`src/rtl/mco_pkg.sv`:
```
package mco_pkg;

    localparam int COORD_W  = 13;
    localparam int POINT_W  = 14;
    localparam int RADIUS_W = 12;
    localparam int CHAN_W   = 8;
    localparam int COLOUR_W = 32;
    localparam int DEC_W    = 16;
    localparam int INDEX_W  = 3;

    localparam int S_DATA_W = 72;
    localparam int M_DATA_W = 64;

    localparam logic CMD_START   = 1'b0;
    localparam logic CMD_ADVANCE = 1'b1;

    localparam logic [INDEX_W-1:0] INDEX_LAST = 3'd7;

    typedef logic signed [COORD_W-1:0] coord_t;
    typedef logic signed [POINT_W-1:0] point_t;
    typedef logic signed [DEC_W-1:0]   dec_t;

endpackage

```
`src/rtl/midpoint_circle_outline_top.sv`:
```
// an accepted advance word is captured into the burst registers, and each point then passes through the output register
// an advance that draws gives eight points, one point per cycle on the output while m_tready does not stall it
// a start, or an advance with no circle left, gives no output
// the output register lets the next advance be accepted while the eighth point is loaded
// reset is asynchronous, active low; it leaves the generator idle with no circle loaded
module midpoint_circle_outline_top #(
    parameter int RADIUS_MAX = 4095
) (
    input  logic                         clk,
    input  logic                         rst_n,
    input  logic                         s_tvalid,
    output logic                         s_tready,
    // center_x, center_y, radius, red, green, blue, alpha, zero pad
    input  logic [mco_pkg::S_DATA_W-1:0] s_tdata,
    // command
    input  logic                         s_tuser,
    output logic                         m_tvalid,
    input  logic                         m_tready,
    // point_x, point_y, point_index, pixel_colour, zero pad
    output logic [mco_pkg::M_DATA_W-1:0] m_tdata,
    // last_of_step
    output logic                         m_tlast,
    // circle_done
    output logic                         m_tuser
);

    import mco_pkg::*;

    localparam logic [16:0] RMAX = 17'(RADIUS_MAX);

    // generator state
    logic                  active_reg, active_next;
    coord_t                col_reg, col_next;
    coord_t                row_reg, row_next;
    coord_t                sx_reg, sx_next;
    coord_t                sy_reg, sy_next;
    dec_t                  dec_reg, dec_next;
    logic [COLOUR_W-1:0]   colour_reg, colour_next;

    // burst of eight points
    logic                  burst_reg, burst_next;
    logic [INDEX_W-1:0]    idx_reg, idx_next;
    coord_t                bcol_reg, brow_reg, bx_reg, by_reg;
    logic [COLOUR_W-1:0]   bcolour_reg;
    logic                  bdone_reg;

    // output register
    logic                  m_valid_reg, m_valid_next;
    point_t                out_x_reg, out_y_reg;
    logic [INDEX_W-1:0]    out_idx_reg;
    logic [COLOUR_W-1:0]   out_colour_reg;
    logic                  out_last_reg, out_done_reg;

    logic                  in_acc;
    logic                  out_load;
    logic                  adv_ok;
    logic                  fire;
    logic [RADIUS_W-1:0]   r_in, r_sat;
    logic [DEC_W-1:0]      dec_num;
    dec_t                  dec_init;
    dec_t                  dec_upd;
    coord_t                sx_upd, sy_upd;
    logic                  done_upd;
    coord_t                ofs_a, ofs_b;
    point_t                px, py;

    assign out_load = burst_reg && (!m_valid_reg || m_tready);
    assign s_tready = !burst_reg || (out_load && (idx_reg == INDEX_LAST));
    assign in_acc   = s_tvalid && s_tready;
    assign adv_ok   = active_reg && (sx_reg <= sy_reg);
    assign fire     = in_acc && (s_tuser == CMD_ADVANCE) && adv_ok;

    // start values
    assign r_in     = s_tdata[37:26];
    assign r_sat    = ({5'd0, r_in} > RMAX) ? RMAX[RADIUS_W-1:0] : r_in;
    assign dec_num  = {2'b00, r_sat, 2'b00} - 16'd5;
    assign dec_init = (r_sat < 12'd2) ? '0 : -dec_t'(dec_num >> 3);

    // one midpoint iteration
    always_comb
    begin
        sy_upd = sy_reg;
        if (dec_reg[DEC_W-1])
        begin
            dec_upd = dec_reg + (dec_t'(sx_reg) <<< 1) + 16'sd1;
        end
        else
        begin
            dec_upd = dec_reg + ((dec_t'(sx_reg) - dec_t'(sy_reg)) <<< 1) + 16'sd1;
            sy_upd  = sy_reg - 13'sd1;
        end
        sx_upd   = sx_reg + 13'sd1;
        done_upd = sx_upd > sy_upd;
    end

    always_comb
    begin
        active_next = active_reg;
        col_next    = col_reg;
        row_next    = row_reg;
        sx_next     = sx_reg;
        sy_next     = sy_reg;
        dec_next    = dec_reg;
        colour_next = colour_reg;
        if (in_acc)
        begin
            if (s_tuser == CMD_START)
            begin
                active_next = 1'b1;
                col_next    = s_tdata[12:0];
                row_next    = s_tdata[25:13];
                sx_next     = '0;
                sy_next     = coord_t'({1'b0, r_sat});
                dec_next    = dec_init;
                colour_next = {s_tdata[45:38], s_tdata[53:46], s_tdata[61:54], s_tdata[69:62]};
            end
            else if (adv_ok)
            begin
                sx_next     = sx_upd;
                sy_next     = sy_upd;
                dec_next    = dec_upd;
                active_next = !done_upd;
            end
            else
            begin
                active_next = 1'b0;
            end
        end
    end

    always_comb
    begin
        burst_next = burst_reg;
        idx_next   = idx_reg;
        if (out_load)
        begin
            idx_next = idx_reg + 3'd1;
            if (idx_reg == INDEX_LAST)
            begin
                burst_next = 1'b0;
            end
        end
        if (fire)
        begin
            burst_next = 1'b1;
            idx_next   = '0;
        end
    end

    // point selection: bit 2 swaps x and y, bit 0 negates column, bit 1 negates row
    assign ofs_a = idx_reg[2] ? by_reg : bx_reg;
    assign ofs_b = idx_reg[2] ? bx_reg : by_reg;
    assign px    = idx_reg[0] ? point_t'(bcol_reg) - point_t'(ofs_a)
                              : point_t'(bcol_reg) + point_t'(ofs_a);
    assign py    = idx_reg[1] ? point_t'(brow_reg) - point_t'(ofs_b)
                              : point_t'(brow_reg) + point_t'(ofs_b);

    always_comb
    begin
        m_valid_next = m_valid_reg;
        if (out_load)
        begin
            m_valid_next = 1'b1;
        end
        else if (m_tready)
        begin
            m_valid_next = 1'b0;
        end
    end

    always_ff @(posedge clk or negedge rst_n)
    begin
        if (!rst_n)
        begin
            active_reg  <= 1'b0;
            col_reg     <= '0;
            row_reg     <= '0;
            sx_reg      <= '0;
            sy_reg      <= '0;
            dec_reg     <= '0;
            colour_reg  <= '0;
            burst_reg   <= 1'b0;
            idx_reg     <= '0;
            m_valid_reg <= 1'b0;
        end
        else
        begin
            active_reg  <= active_next;
            col_reg     <= col_next;
            row_reg     <= row_next;
            sx_reg      <= sx_next;
            sy_reg      <= sy_next;
            dec_reg     <= dec_next;
            colour_reg  <= colour_next;
            burst_reg   <= burst_next;
            idx_reg     <= idx_next;
            m_valid_reg <= m_valid_next;
        end
    end

    always_ff @(posedge clk)
    begin
        if (fire)
        begin
            bcol_reg    <= col_reg;
            brow_reg    <= row_reg;
            bx_reg      <= sx_reg;
            by_reg      <= sy_reg;
            bcolour_reg <= colour_reg;
            bdone_reg   <= done_upd;
        end
        if (out_load)
        begin
            out_x_reg      <= px;
            out_y_reg      <= py;
            out_idx_reg    <= idx_reg;
            out_colour_reg <= bcolour_reg;
            out_last_reg   <= (idx_reg == INDEX_LAST);
            out_done_reg   <= (idx_reg == INDEX_LAST) && bdone_reg;
        end
    end

    assign m_tvalid = m_valid_reg;
    assign m_tdata  = {1'b0, out_colour_reg, out_idx_reg, out_y_reg, out_x_reg};
    assign m_tlast  = out_last_reg;
    assign m_tuser  = out_done_reg;

    a_idx_in_burst: assert property (@(posedge clk) disable iff (!rst_n)
        (idx_reg != '0) |-> burst_reg)
        else $error("point counter running outside a burst");

    a_done_on_last: assert property (@(posedge clk) disable iff (!rst_n)
        (m_valid_reg && out_done_reg) |-> (out_last_reg && (out_idx_reg == INDEX_LAST)))
        else $error("circle done flagged away from the eighth point");

    a_start_arms: assert property (@(posedge clk) disable iff (!rst_n)
        (in_acc && (s_tuser == CMD_START)) |=> (active_reg && (sx_reg == '0)))
        else $error("start word did not arm the generator");

endmodule

```
`config.mk`:
```
export PLATFORM = sky130hd
export DESIGN_NAME = midpoint_circle_outline_top
export DESIGN_NICKNAME = d
export VERILOG_FILES = /design/src/rtl/mco_pkg.sv /design/src/rtl/midpoint_circle_outline_top.sv
export SDC_FILE = /design/constraint.sdc
export NUM_CORES = 1
export LEC_CHECK = 0
export ABC_AREA = 1
export BUFFER_PORTS_ARGS = -buffer_cell sky130_fd_sc_hd__buf_2
export CORE_MARGIN = 2
export CORE_UTILIZATION = 45
export DETAILED_ROUTE_END_ITERATION = 7
export PLACE_DENSITY = 0.63
export SLEW_MARGIN = 25
export SYNTH_ARGS = -nofsm -noshare
export SYNTH_HDL_FRONTEND = slang
export SYNTH_SLANG_ARGS = --single-unit
export TNS_END_PERCENT = 5
```
`constraint.sdc`:
```
create_clock -name clk -period 7.1 [get_ports clk]
set_input_delay 1.065 -clock clk [delete_from_list [all_inputs] [get_ports clk]]
set_output_delay 1.065 -clock clk [all_outputs]
set_load 0.005 [all_outputs]
```
Yosys cells after proc, flatten, opt, wreduce, memory -nomap -nowiden
Cells that the tools add are included.
{"block": "word_totals", "mem_bits_rw": 0, "memories": 0, "out_inout_bits": 68, "rom_bits": 0, "in_bits": 77, "latchBits": 0, "elab_cells": 82, "register_bits": 256}
{"block": "op_classes", "n_eq_ne": 2, "n_mux": 22, "magnitude_cmp": 3, "add_sub_neg": 14, "reduce_logical": 18, "shifts": 0, "mul": 0, "n_div": 0, "bitwise_logic": 1}
{"op": "13-bit two-way mux", "count": 7}
{"op": "16-bit two-way mux", "count": 4}
{"op": "13-bit by 13-bit subtractor with 14-bit output", "count": 3}
{"op": "16-bit by 2-bit adder with 16-bit output (second input constant)", "count": 2}
{"op": "13-bit by 13-bit adder with 14-bit output", "count": 2}
{"op": "14-bit two-way mux", "count": 2}
{"op": "16-bit by 14-bit adder with 16-bit output", "count": 1}
{"op": "16-bit by 15-bit adder with 16-bit output", "count": 1}
{"op": "13-bit negation with 16-bit output", "count": 1}
{"op": "14-bit by 3-bit subtractor with 15-bit output (second input constant)", "count": 1}
{"op": "13-bit by 2-bit adder with 13-bit output (second input constant)", "count": 1}
{"op": "13-bit > comparator", "count": 1}
{"op": "13-bit <= comparator", "count": 1}
{"op": "13-bit by 2-bit subtractor with 13-bit output (second input constant)", "count": 1}
{"op": "12-bit by 2-bit less-than comparator with 1-bit output (second input constant)", "count": 1}
{"op": "1-bit logical AND", "count": 7}
{"op": "1-bit two-way mux", "count": 7}
{"op": "3-bit two-way mux", "count": 2}
{"op": "2-bit AND reduction", "count": 3}
{"op": "2-bit nonzero test", "count": 3}
{"op": "3-bit by 1-bit adder with 3-bit output (second input constant)", "count": 1}
{"op": "3-bit == test (second input constant)", "count": 1}
{"op": "1-bit zero test", "count": 3}
{"op": "1-bit logical OR", "count": 2}
{"op": "other kinds (2)", "count": 2}

Longest topological paths before layout
Gate-level depths: netlist of run 1.
{"block": "logic_depth", "depth_word": 10, "mapped_depth": 25}

Worst setup path before layout of run 1
OpenSTA, ideal clock, no wires.
{"block": "synth_timing", "path_type": "in2reg", "startpoint": "in s_tuser", "endpoint": "reg bcol_reg[0], enable pin", "arrival_time_ns": 3.488, "t_required_ns": 6.657, "path_slack_ns": 3.169, "path_stages": 5, "n_path_buf": 1, "setup_ns": 0.443, "path_cell_list": "clkbuf_1 clkinv_1 nor2_1 nand2_1 inv_1"}
{"block": "synth_between", "elab_chain_len": 2}
{"element": "start: declaration", "line_no": "midpoint_circle_outline_top.sv:16", "source": "input logic s_tuser,"}
{"element": "1-bit logical AND (2 in series)", "line_no": "midpoint_circle_outline_top.sv:71", "source": "assign fire = in_acc && (s_tuser == CMD_ADVANCE) && adv_ok;"}
{"element": "end signal: assignment", "line_no": "midpoint_circle_outline_top.sv:205", "source": "bcol_reg <= col_reg;"}
{"element": "end: declaration", "line_no": "midpoint_circle_outline_top.sv:43", "source": "coord_t bcol_reg, brow_reg, bx_reg, by_reg;"}
Every way passes these cells.
A chain may end at the register's enable or synchronous reset.

Final worst setup path of run 1
{"block": "layout_timing", "startpoint": "reg sx_reg[0]", "endpoint": "reg sx_reg[12]"}
{"block": "layout_between", "elab_chain_len": 4, "word_cells_on_any_way": 7}
{"element": "start: declaration", "line_no": "midpoint_circle_outline_top.sv:35", "source": "coord_t sx_reg, sx_next;"}
{"element": "start signal: assignment", "line_no": "midpoint_circle_outline_top.sv:191", "source": "sx_reg <= sx_next;"}
{"element": "13-bit <= comparator", "line_no": "midpoint_circle_outline_top.sv:70", "source": "assign adv_ok = active_reg && (sx_reg <= sy_reg);"}
{"element": "1-bit logical AND", "line_no": "midpoint_circle_outline_top.sv:70"}
{"element": "2-bit by 1-bit inequality test with 1-bit output (no line)"}
{"element": "2-bit AND reduction (no line)"}
Several ways; a longest one is shown, not always the timed one. The select of a mux whose other input is x is not followed.

==> results.toml, run 1 <==
[setup_path]
timing.reg2reg.setup_slack_ns = 3.05
critPathLaunch = "sx_reg[0]"
timing.critical_path.slowest_cell_delay_ns = 0.77
path_class = "flip-flop to flip-flop"
worst-r2r-cell-count = 14
critPathSlowestCell = "clkinv_2"
worstSetupEndpointType = "flip-flop"
critPathArrivalTime_ns = 4.44
crit_path_cell_trace = "inv_1, ha_1, fa_1, inv_1, nand3_1, nand3_1, nand2_1, nand2_1, a21boi_1, nand2_1, clkinv_2, buf_4, nand2_1, o21ai_1"
required_ns = 7.49
critical_path_fanout_max = 51
startpoint_type = "flip-flop"
regToRegEndpoint = "sx_reg[12]"
r2r-start = "sx_reg[0]"
worst_setup_path_endpoint = "sx_reg[12]"
worst_path_most_repeated_cell = "nand2_1"

[synthesis]
synth.cell_area_sq_mm = 0.0144
asyncSetResetFlopFracSynth = 0.414
synth.yosys.seq_area_share = 0.496
yosys_warnings = 0
cells_after_synthesis = 1654
postSynth.topFlopCell = "edfxtp_1"
post_synth_edffs = 150
yosys-top-cells-area = "edfxtp_1 (31%), dfrtp_1 (18%), nand2_1 (15%)"
synthDistinctLibCells = 47
post_synth.cell_area_avg_sq_um = 8.73
post_synthesis_net_count = 1827
synth_largest_area_cell = "edfxtp_1"
yosys_register_bits = 256
synthDominantCellAreaShare = 0.312

[die]
rows = 65
floorplan.die_area_sq_mm = 0.0335
fp.coreArea_sq_mm = 0.0316
floorplan.io_pins = 145
fp.dieW_um = 183
initial_core_util = 0.458
die-height_um = 183

[placed_design]
globalplace.congestion = 0.902
hpwl_um = 24900
port_buffers = 141

[clock_network]
cts_root_buffer_type = "clkbuf_16"
max_h_tree_level = 1
cts_setup_buffers = 0
path_clk_slew_ns = 0.06
clk-insertion-delay-late_ns = 0.54
cts_hold_repair.buffers = 0
cts_buffers = 27
cts_tree = "yes"
total_number_of_clock_tree_sinks = 256
cts.path.max_buffers = 3
post_cts_resized = 0

[drt]
routed_wl_um = 33800
avgRoutedWirePerCell_um = 15.2
firstDrtPassIters = 5
detailedRoute.firstIterationViolations = 698
vias = 11225
drt-vias-per-instance = 5.05
drtAntennaViolNets = 0
route.detailed.drc = 0

[global_routing]
grtUsageTotal = 0.203
grt_max_degree = 60
antenna_violations_before_repair = 0
grt-ovfl-total = 0
grt_first_pass_wirelength_um = 54500
grt_pass1_vias = 11011

[timing]
setup_tns_ns = 0
final_max_slew_viol_count = 0
max_slew_margin = 0.457
pin_slew_with_the_least_headroom_to_its_limit_ns = 0.815
finClkSkew_ns = 0.0144
rsz0062_at_grt = "no"
endpoints_failing_hold = 0
min_period_ns = 4.05
setup-violations-final = 0
period_share = 0.570
max_freq_ghz = 0.247

[power_and_ir_drop]
internal-power_mw = 4.50
combinationalPowerShare = 0.498
vdd_ir_drop_max_mv = 0.214
swShare = 0.423
p_per_area_mw_per_mm2 = 477
netSwitchingPower_mw = 3.30
part_of_the_total_power_dissipated_in_the_clock_network = 0.167
total_power_mw = 7.79
power.share.sequential = 0.335
p_leak_nw = 7.91

[final_layout]
fin_nets = 1971
post_route_cells_drive_above_1_share = 0.122
area_growth_pct = 13.2
layout.cells.most_common_list = "nand2_1 (570), edfxtp_1 (150), inv_1 (146), buf_2 (140), dfrtp_1 (106)"
layout.cells.most_common = "nand2_1"
n_antenna_cell = 0
layout.core_utilization = 0.518

[worst_hold_path]
min_delay_path_class = "flip-flop to flip-flop"

[outcome]
status = "complete, no violations"

[run]
maxCapViolations = 0
-- final cells by class --
cell class	instances	area [sq um]
inverter	163	613
timing repair buffer	149	768
clock inverter	10	60.1
multi-input combinational	1201	6510
sequential	256	7160
fill	2960	15200
tap	402	503
clock buffer	40	744
-- metrics by stage --
stage,cells,setup WS (ns),hold WS (ns),cell area [sq um]
final,2221,3.05,0.416,16400
after global routing,2221,2.66,0.424,16400
after CTS,2221,2.94,0.419,16300
after detailed placement,2171,2.65,0.405,15500
after global placement,2171,2.70,0.400,15500
after floorplan,1654,3.17,0.400,14400
-- critical path, delay by kind of cell (launching register included) --
family	cells	cell delay, ns
compound gates	2	0.15
fa+ha+maj	2	0.69
buf+inv	4	1.62
flops	1	0.47
simple gates	6	0.95
-- how the worst min path moves through the flow --
stage                     slack, ns       startpoint                 end  cells past startpoint
final                          0.42  bcolour_reg[12]  out_colour_reg[12]                      0
after global routing           0.42  bcolour_reg[19]  out_colour_reg[19]                      0
after CTS                      0.42  bcolour_reg[19]  out_colour_reg[19]                      0
after detailed placement       0.40  bcolour_reg[19]  out_colour_reg[19]                      0
after global placement         0.40  bcolour_reg[18]  out_colour_reg[18]                      0
after floorplan                0.40   bcolour_reg[0]   out_colour_reg[0]                      0
-- power groups by stage --
| stage | combinational, mW | sequential, mW | clock (mW) |
|---|---|---|---|
| finish | 3.88 | 2.61 | 1.30 |
| global route | 4.44 | 2.68 | 1.38 |
| CTS | 3.90 | 2.62 | 1.33 |
| detailed placement | 3.88 | 2.64 | 0 |
| global placement | 3.81 | 2.63 | 0 |
| floorplan | 2.92 | 2.59 | 0 |
-- cells in the mapped netlist (4+ instances only) --
cell type and instances:
nand2_1 570, edfxtp_1 150, inv_1 148, dfrtp_1 106, nor2_1 105, ha_1 91, a21oi_1 79, nand3_1 77
xor2_1 67, o21ai_0 49, o21ai_1 30, xnor2_1 20, clkbuf_1 14, inv_2 14, nand4_1 13, buf_2 12
nand3b_1 12, o211ai_1 9, a31oi_1 7, nor3_1 7, o21ai_2 7, mux2i_1 6, o22ai_1 6, a21o_1 5
fa_1 5, o21a_1 4, o31ai_1 4
-- per-layer routing --
metal / GRT usage / wire [um]
met1: 0.252 / 14700
met2: 0.375 / 17200
met3: 0.0210 / 1050
met4: 0.0550 / 788
met5: 0 / 0
-- kinds of logic after synthesis --
group | synth area share
multiplexers | 0.00416
buffers and inverters | 0.0546
AO/OA/AOI/OAI | 0.0826
other | 0.000260
adder cells (fa/ha/maj) | 0.0858
AND/OR/NAND/NOR | 0.224
XOR/XNOR | 0.0528
flip-flops | 0.496
Power figures use the tool's default switching activity.
==> inputs of run 2 (changes only) <==
--- a/config.mk
+++ b/config.mk
@@ -5,12 +5,12 @@
 export SDC_FILE = /design/constraint.sdc
 export NUM_CORES = 1
 export LEC_CHECK = 0
-export ABC_AREA = 1
+export ABC_AREA = 0
 export BUFFER_PORTS_ARGS = -buffer_cell sky130_fd_sc_hd__buf_2
 export CORE_MARGIN = 2
 export CORE_UTILIZATION = 45
 export DETAILED_ROUTE_END_ITERATION = 7
-export PLACE_DENSITY = 0.63
+export PLACE_DENSITY = 0.65
 export SLEW_MARGIN = 25
 export SYNTH_ARGS = -nofsm -noshare
 export SYNTH_HDL_FRONTEND = slang
==> constraint.sdc (replaced) <==
create_clock -name clk -period 3.4 [get_ports clk]
set_input_delay 0.51 -clock clk [delete_from_list [all_inputs] [get_ports clk]]
set_output_delay 0.51 -clock clk [all_outputs]
set_load 0.005 [all_outputs]
==> run 2 against run 1 <==
Critical endpoint is now dec_reg[11]. Global-route usage rose by 0.82 points. Critical path type unchanged. Critical path depth rose by 7. Worst hold slack got worse by 0.37 ns. Clock power rose by 120%. Sequential power rose by 98%. Die area fell by 1.6%. Routed wire length rose by 2.9%. Non-clock buffer count rose by 119. Sequential share of layout area fell by 2.8 points. Flip-flop and latch count did not move. The flow now finishes with violations (negative setup slack).
==> results.toml, run 2 <==
[outcome]
status = "finished with violations"
violations = "negative setup slack"

[die]
floorplan.die_area_sq_mm = 0.0330
fp.coreArea_sq_mm = 0.0313
die-height_um = 182
fp.dieW_um = 182
rows = 65
initial_core_util = 0.454
floorplan.io_pins = 145

[final_layout]
post_route_cells_drive_above_1_share = 0.235
n_antenna_cell = 0
layout.core_utilization = 0.558
layout.cells.most_common_list = "nand2_1 (248), edfxtp_1 (150), buf_2 (140), buf_4 (120), dfrtp_1 (105)"
fillCellCount = 2713
layout.cells.most_common = "nand2_1"
area_growth_pct = 23.0
fin_nets = 1805

[global_routing]
antenna_violations_before_repair = 0
grt_first_pass_wirelength_um = 55900
grt_max_degree = 66
grtUsageTotal = 0.211
grt_pass1_vias = 10737
grt-ovfl-total = 0

[timing]
min_period_ns = 3.60
rsz0062_at_grt = "yes"
final_critical_path_setup_slack_ns = -0.196
finClkSkew_ns = 0.0168
max_slew_margin = 0.431
period_share = 1.06
endpoints_failing_hold = 0
final_max_slew_viol_count = 0
setup-violations-final = 5
pin_slew_with_the_least_headroom_to_its_limit_ns = 0.853
max_freq_ghz = 0.278

[drt]
vias = 10921
route.detailed.drc = 0
firstDrtPassIters = 4
drt-vias-per-instance = 5.31
routed_wl_um = 34700
avgRoutedWirePerCell_um = 16.9
drtAntennaViolNets = 0
detailedRoute.firstIterationViolations = 592

[setup_path]
critPathSlowestCell = "dfrtp_1"
critical_path_fanout_max = 3
worstSetupEndpointType = "flip-flop"
regToRegEndpoint = "dec_reg[11]"
critPathArrivalTime_ns = 4.02
crit_path_cell_trace = "inv_2, ha_4, nor2b_4, o31a_1, o21ai_1, nand2b_1, a21o_1, a41oi_2, nor2b_4, xnor2_4, buf_4, ha_4, nand3_1, o211ai_1, buf_4, buf_4, buf_4, xnor2_1, mux2i_1, a21oi_1, nor2_1"
r2r-start = "sy_reg[1]"
worst-r2r-cell-count = 21
timing.reg2reg.setup_slack_ns = -0.20
worst_path_most_repeated_cell = "buf_4"
path_class = "flip-flop to flip-flop"
required_ns = 3.83
startpoint_type = "flip-flop"
timing.critical_path.slowest_cell_delay_ns = 0.39

[synthesis]
post_synth_edffs = 150
yosys-top-cells-area = "edfxtp_1 (32%), dfrtp_1 (19%), ha_1 (8.0%)"
postSynth.topFlopCell = "edfxtp_1"
synth_largest_area_cell = "edfxtp_1"
cells_after_synthesis = 1380
dominant_cell_by_count_in_the_synthesized_netlist = "nand2_1"
synthDominantCellAreaShare = 0.317
synth.cell_area_sq_mm = 0.0142
asyncSetResetFlopFracSynth = 0.414
post_synth.cell_area_avg_sq_um = 10.3
yosys_register_bits = 256
synth.yosys.seq_area_share = 0.504
post_synthesis_net_count = 1553
synthDistinctLibCells = 71
synth_common_cells = "nand2_1 (249), edfxtp_1 (150), dfrtp_1 (106)"
yosys_warnings = 0

[clock_network]
total_number_of_clock_tree_sinks = 256
cts.path.max_buffers = 3
cts_root_buffer_type = "clkbuf_16"
max_h_tree_level = 1
cts_buffers = 27
clk-insertion-delay-late_ns = 0.54
cts_tree = "yes"
path_clk_slew_ns = 0.06

[placed_design]
port_buffers = 141
globalplace.congestion = 0.921
hpwl_um = 25900

[power_and_ir_drop]
p_per_area_mw_per_mm2 = 957
part_of_the_total_power_dissipated_in_the_clock_network = 0.175
swShare = 0.376
combinationalPowerShare = 0.516
power.share.sequential = 0.309
internal-power_mw = 10.4
total_power_mw = 16.7
vdd_ir_drop_max_mv = 0.739
p_leak_nw = 7.62
netSwitchingPower_mw = 6.29

[worst_hold_path]
min_delay_path_class = "input pin to async pin"

[run]
maxCapViolations = 0
-- run 2: changes by cell type after synthesis, sizes merged, moves of 23 or more --
cell   change
nand3     -52
mux2i     +28
xnor2     +52
xor2      -24
nand2    -323
nor3      +23
inv      -115
-- run 2: critical path, delay by kind of cell, from the launching register on --
kind / cells / cell delay, ns
flip-flops: 1 / 0.39
adder cells (fa/ha/maj): 2 / 0.39
XOR/XNOR: 2 / 0.29
multiplexers: 1 / 0.10
AND/OR/NAND/NOR: 5 / 0.59
AO/OA/AOI/OAI: 6 / 1.09
buffers and inverters: 5 / 0.63
-- run 2: through the flow --
step	cells	instance area [sq um]	setup TNS (ns)	worst slack (ns)	hold slack [ns]
6_report	2055	17500	-0.551	-0.196	0.0436
3_3_place_gp	1999	16300	-0.994	-0.269	0.401
5_1_grt	2055	17500	-2.60	-0.438	0.0936
3_5_place_dp	1999	16300	-1.58	-0.308	0.405
4_1_cts	2052	17300	-0.269	-0.0730	0.0665
2_1_floorplan	1380	14300	-0.635	-0.246	0.214
-- run 2: logic make-up (layout without fill, tap and decap cells) --
logic type | Yosys count | count (layout) | share of synthesized area
fa+ha+maj | 96 | 96 | 0.0872
other cells | 1 | 1 | 0.000264
xor+xnor | 115 | 115 | 0.0709
mux | 37 | 37 | 0.0263
simple gates | 496 | 496 | 0.157
buf+inv | 93 | 366 | 0.0266
flops | 256 | 256 | 0.504
compound gates | 286 | 286 | 0.128
-- run 2: final cells by class --
cell class                 instances  area, sq um  area share
timing repair buffer             268         1760       0.101
tap                              402          503      0.0288
sequential                       256         7160       0.410
clock buffer                      36          729      0.0418
multi-input combinational       1031         6990       0.400
inverter                          48          181      0.0104
clock inverter                    14          151     0.00867
-- run 2: how the worst max path moves through the flow --
stage                          start       endpoint  slack [ns]  cells after the start
after global routing       sy_reg[1]    dec_reg[15]       -0.44                     17
after detailed placement   sy_reg[1]    dec_reg[15]       -0.31                     17
after floorplan           idx_reg[2]  out_y_reg[13]       -0.25                     18
final                      sy_reg[1]    dec_reg[11]       -0.20                     21
after CTS                  sx_reg[0]    dec_reg[14]       -0.07                     20
after global placement     sy_reg[1]    dec_reg[15]       -0.27                     17
-- run 2: routing by layer --
metal  share of wire  vias to the layer above  wire (um)  GRT usage
li1                -                     5424          -          -
met1            0.43                     5198      15100      0.278
met2            0.49                      242      17000      0.363
met3           0.050                       57       1750     0.0305
met4           0.026                        0        886     0.0615
met5               0                        -          0          0
-- run 2: power groups by stage --
stage               combinational [mW]  sequential [mW]  clock (mW)
floorplan                         5.45             5.18           0
global placement                  7.95             5.17           0
detailed placement                8.14             5.21           0
CTS                               8.37             5.16        2.99
global route                      9.63             5.29        3.12
finish                            8.63             5.17        2.92
-- run 2: timing repair --
action                     4_1_cts  5_1_grt
hold buffers                     0        0
pin swaps                       24       22
resized for setup               30       30
setup buffers                    3        3
setup endpoints to repair       14       17
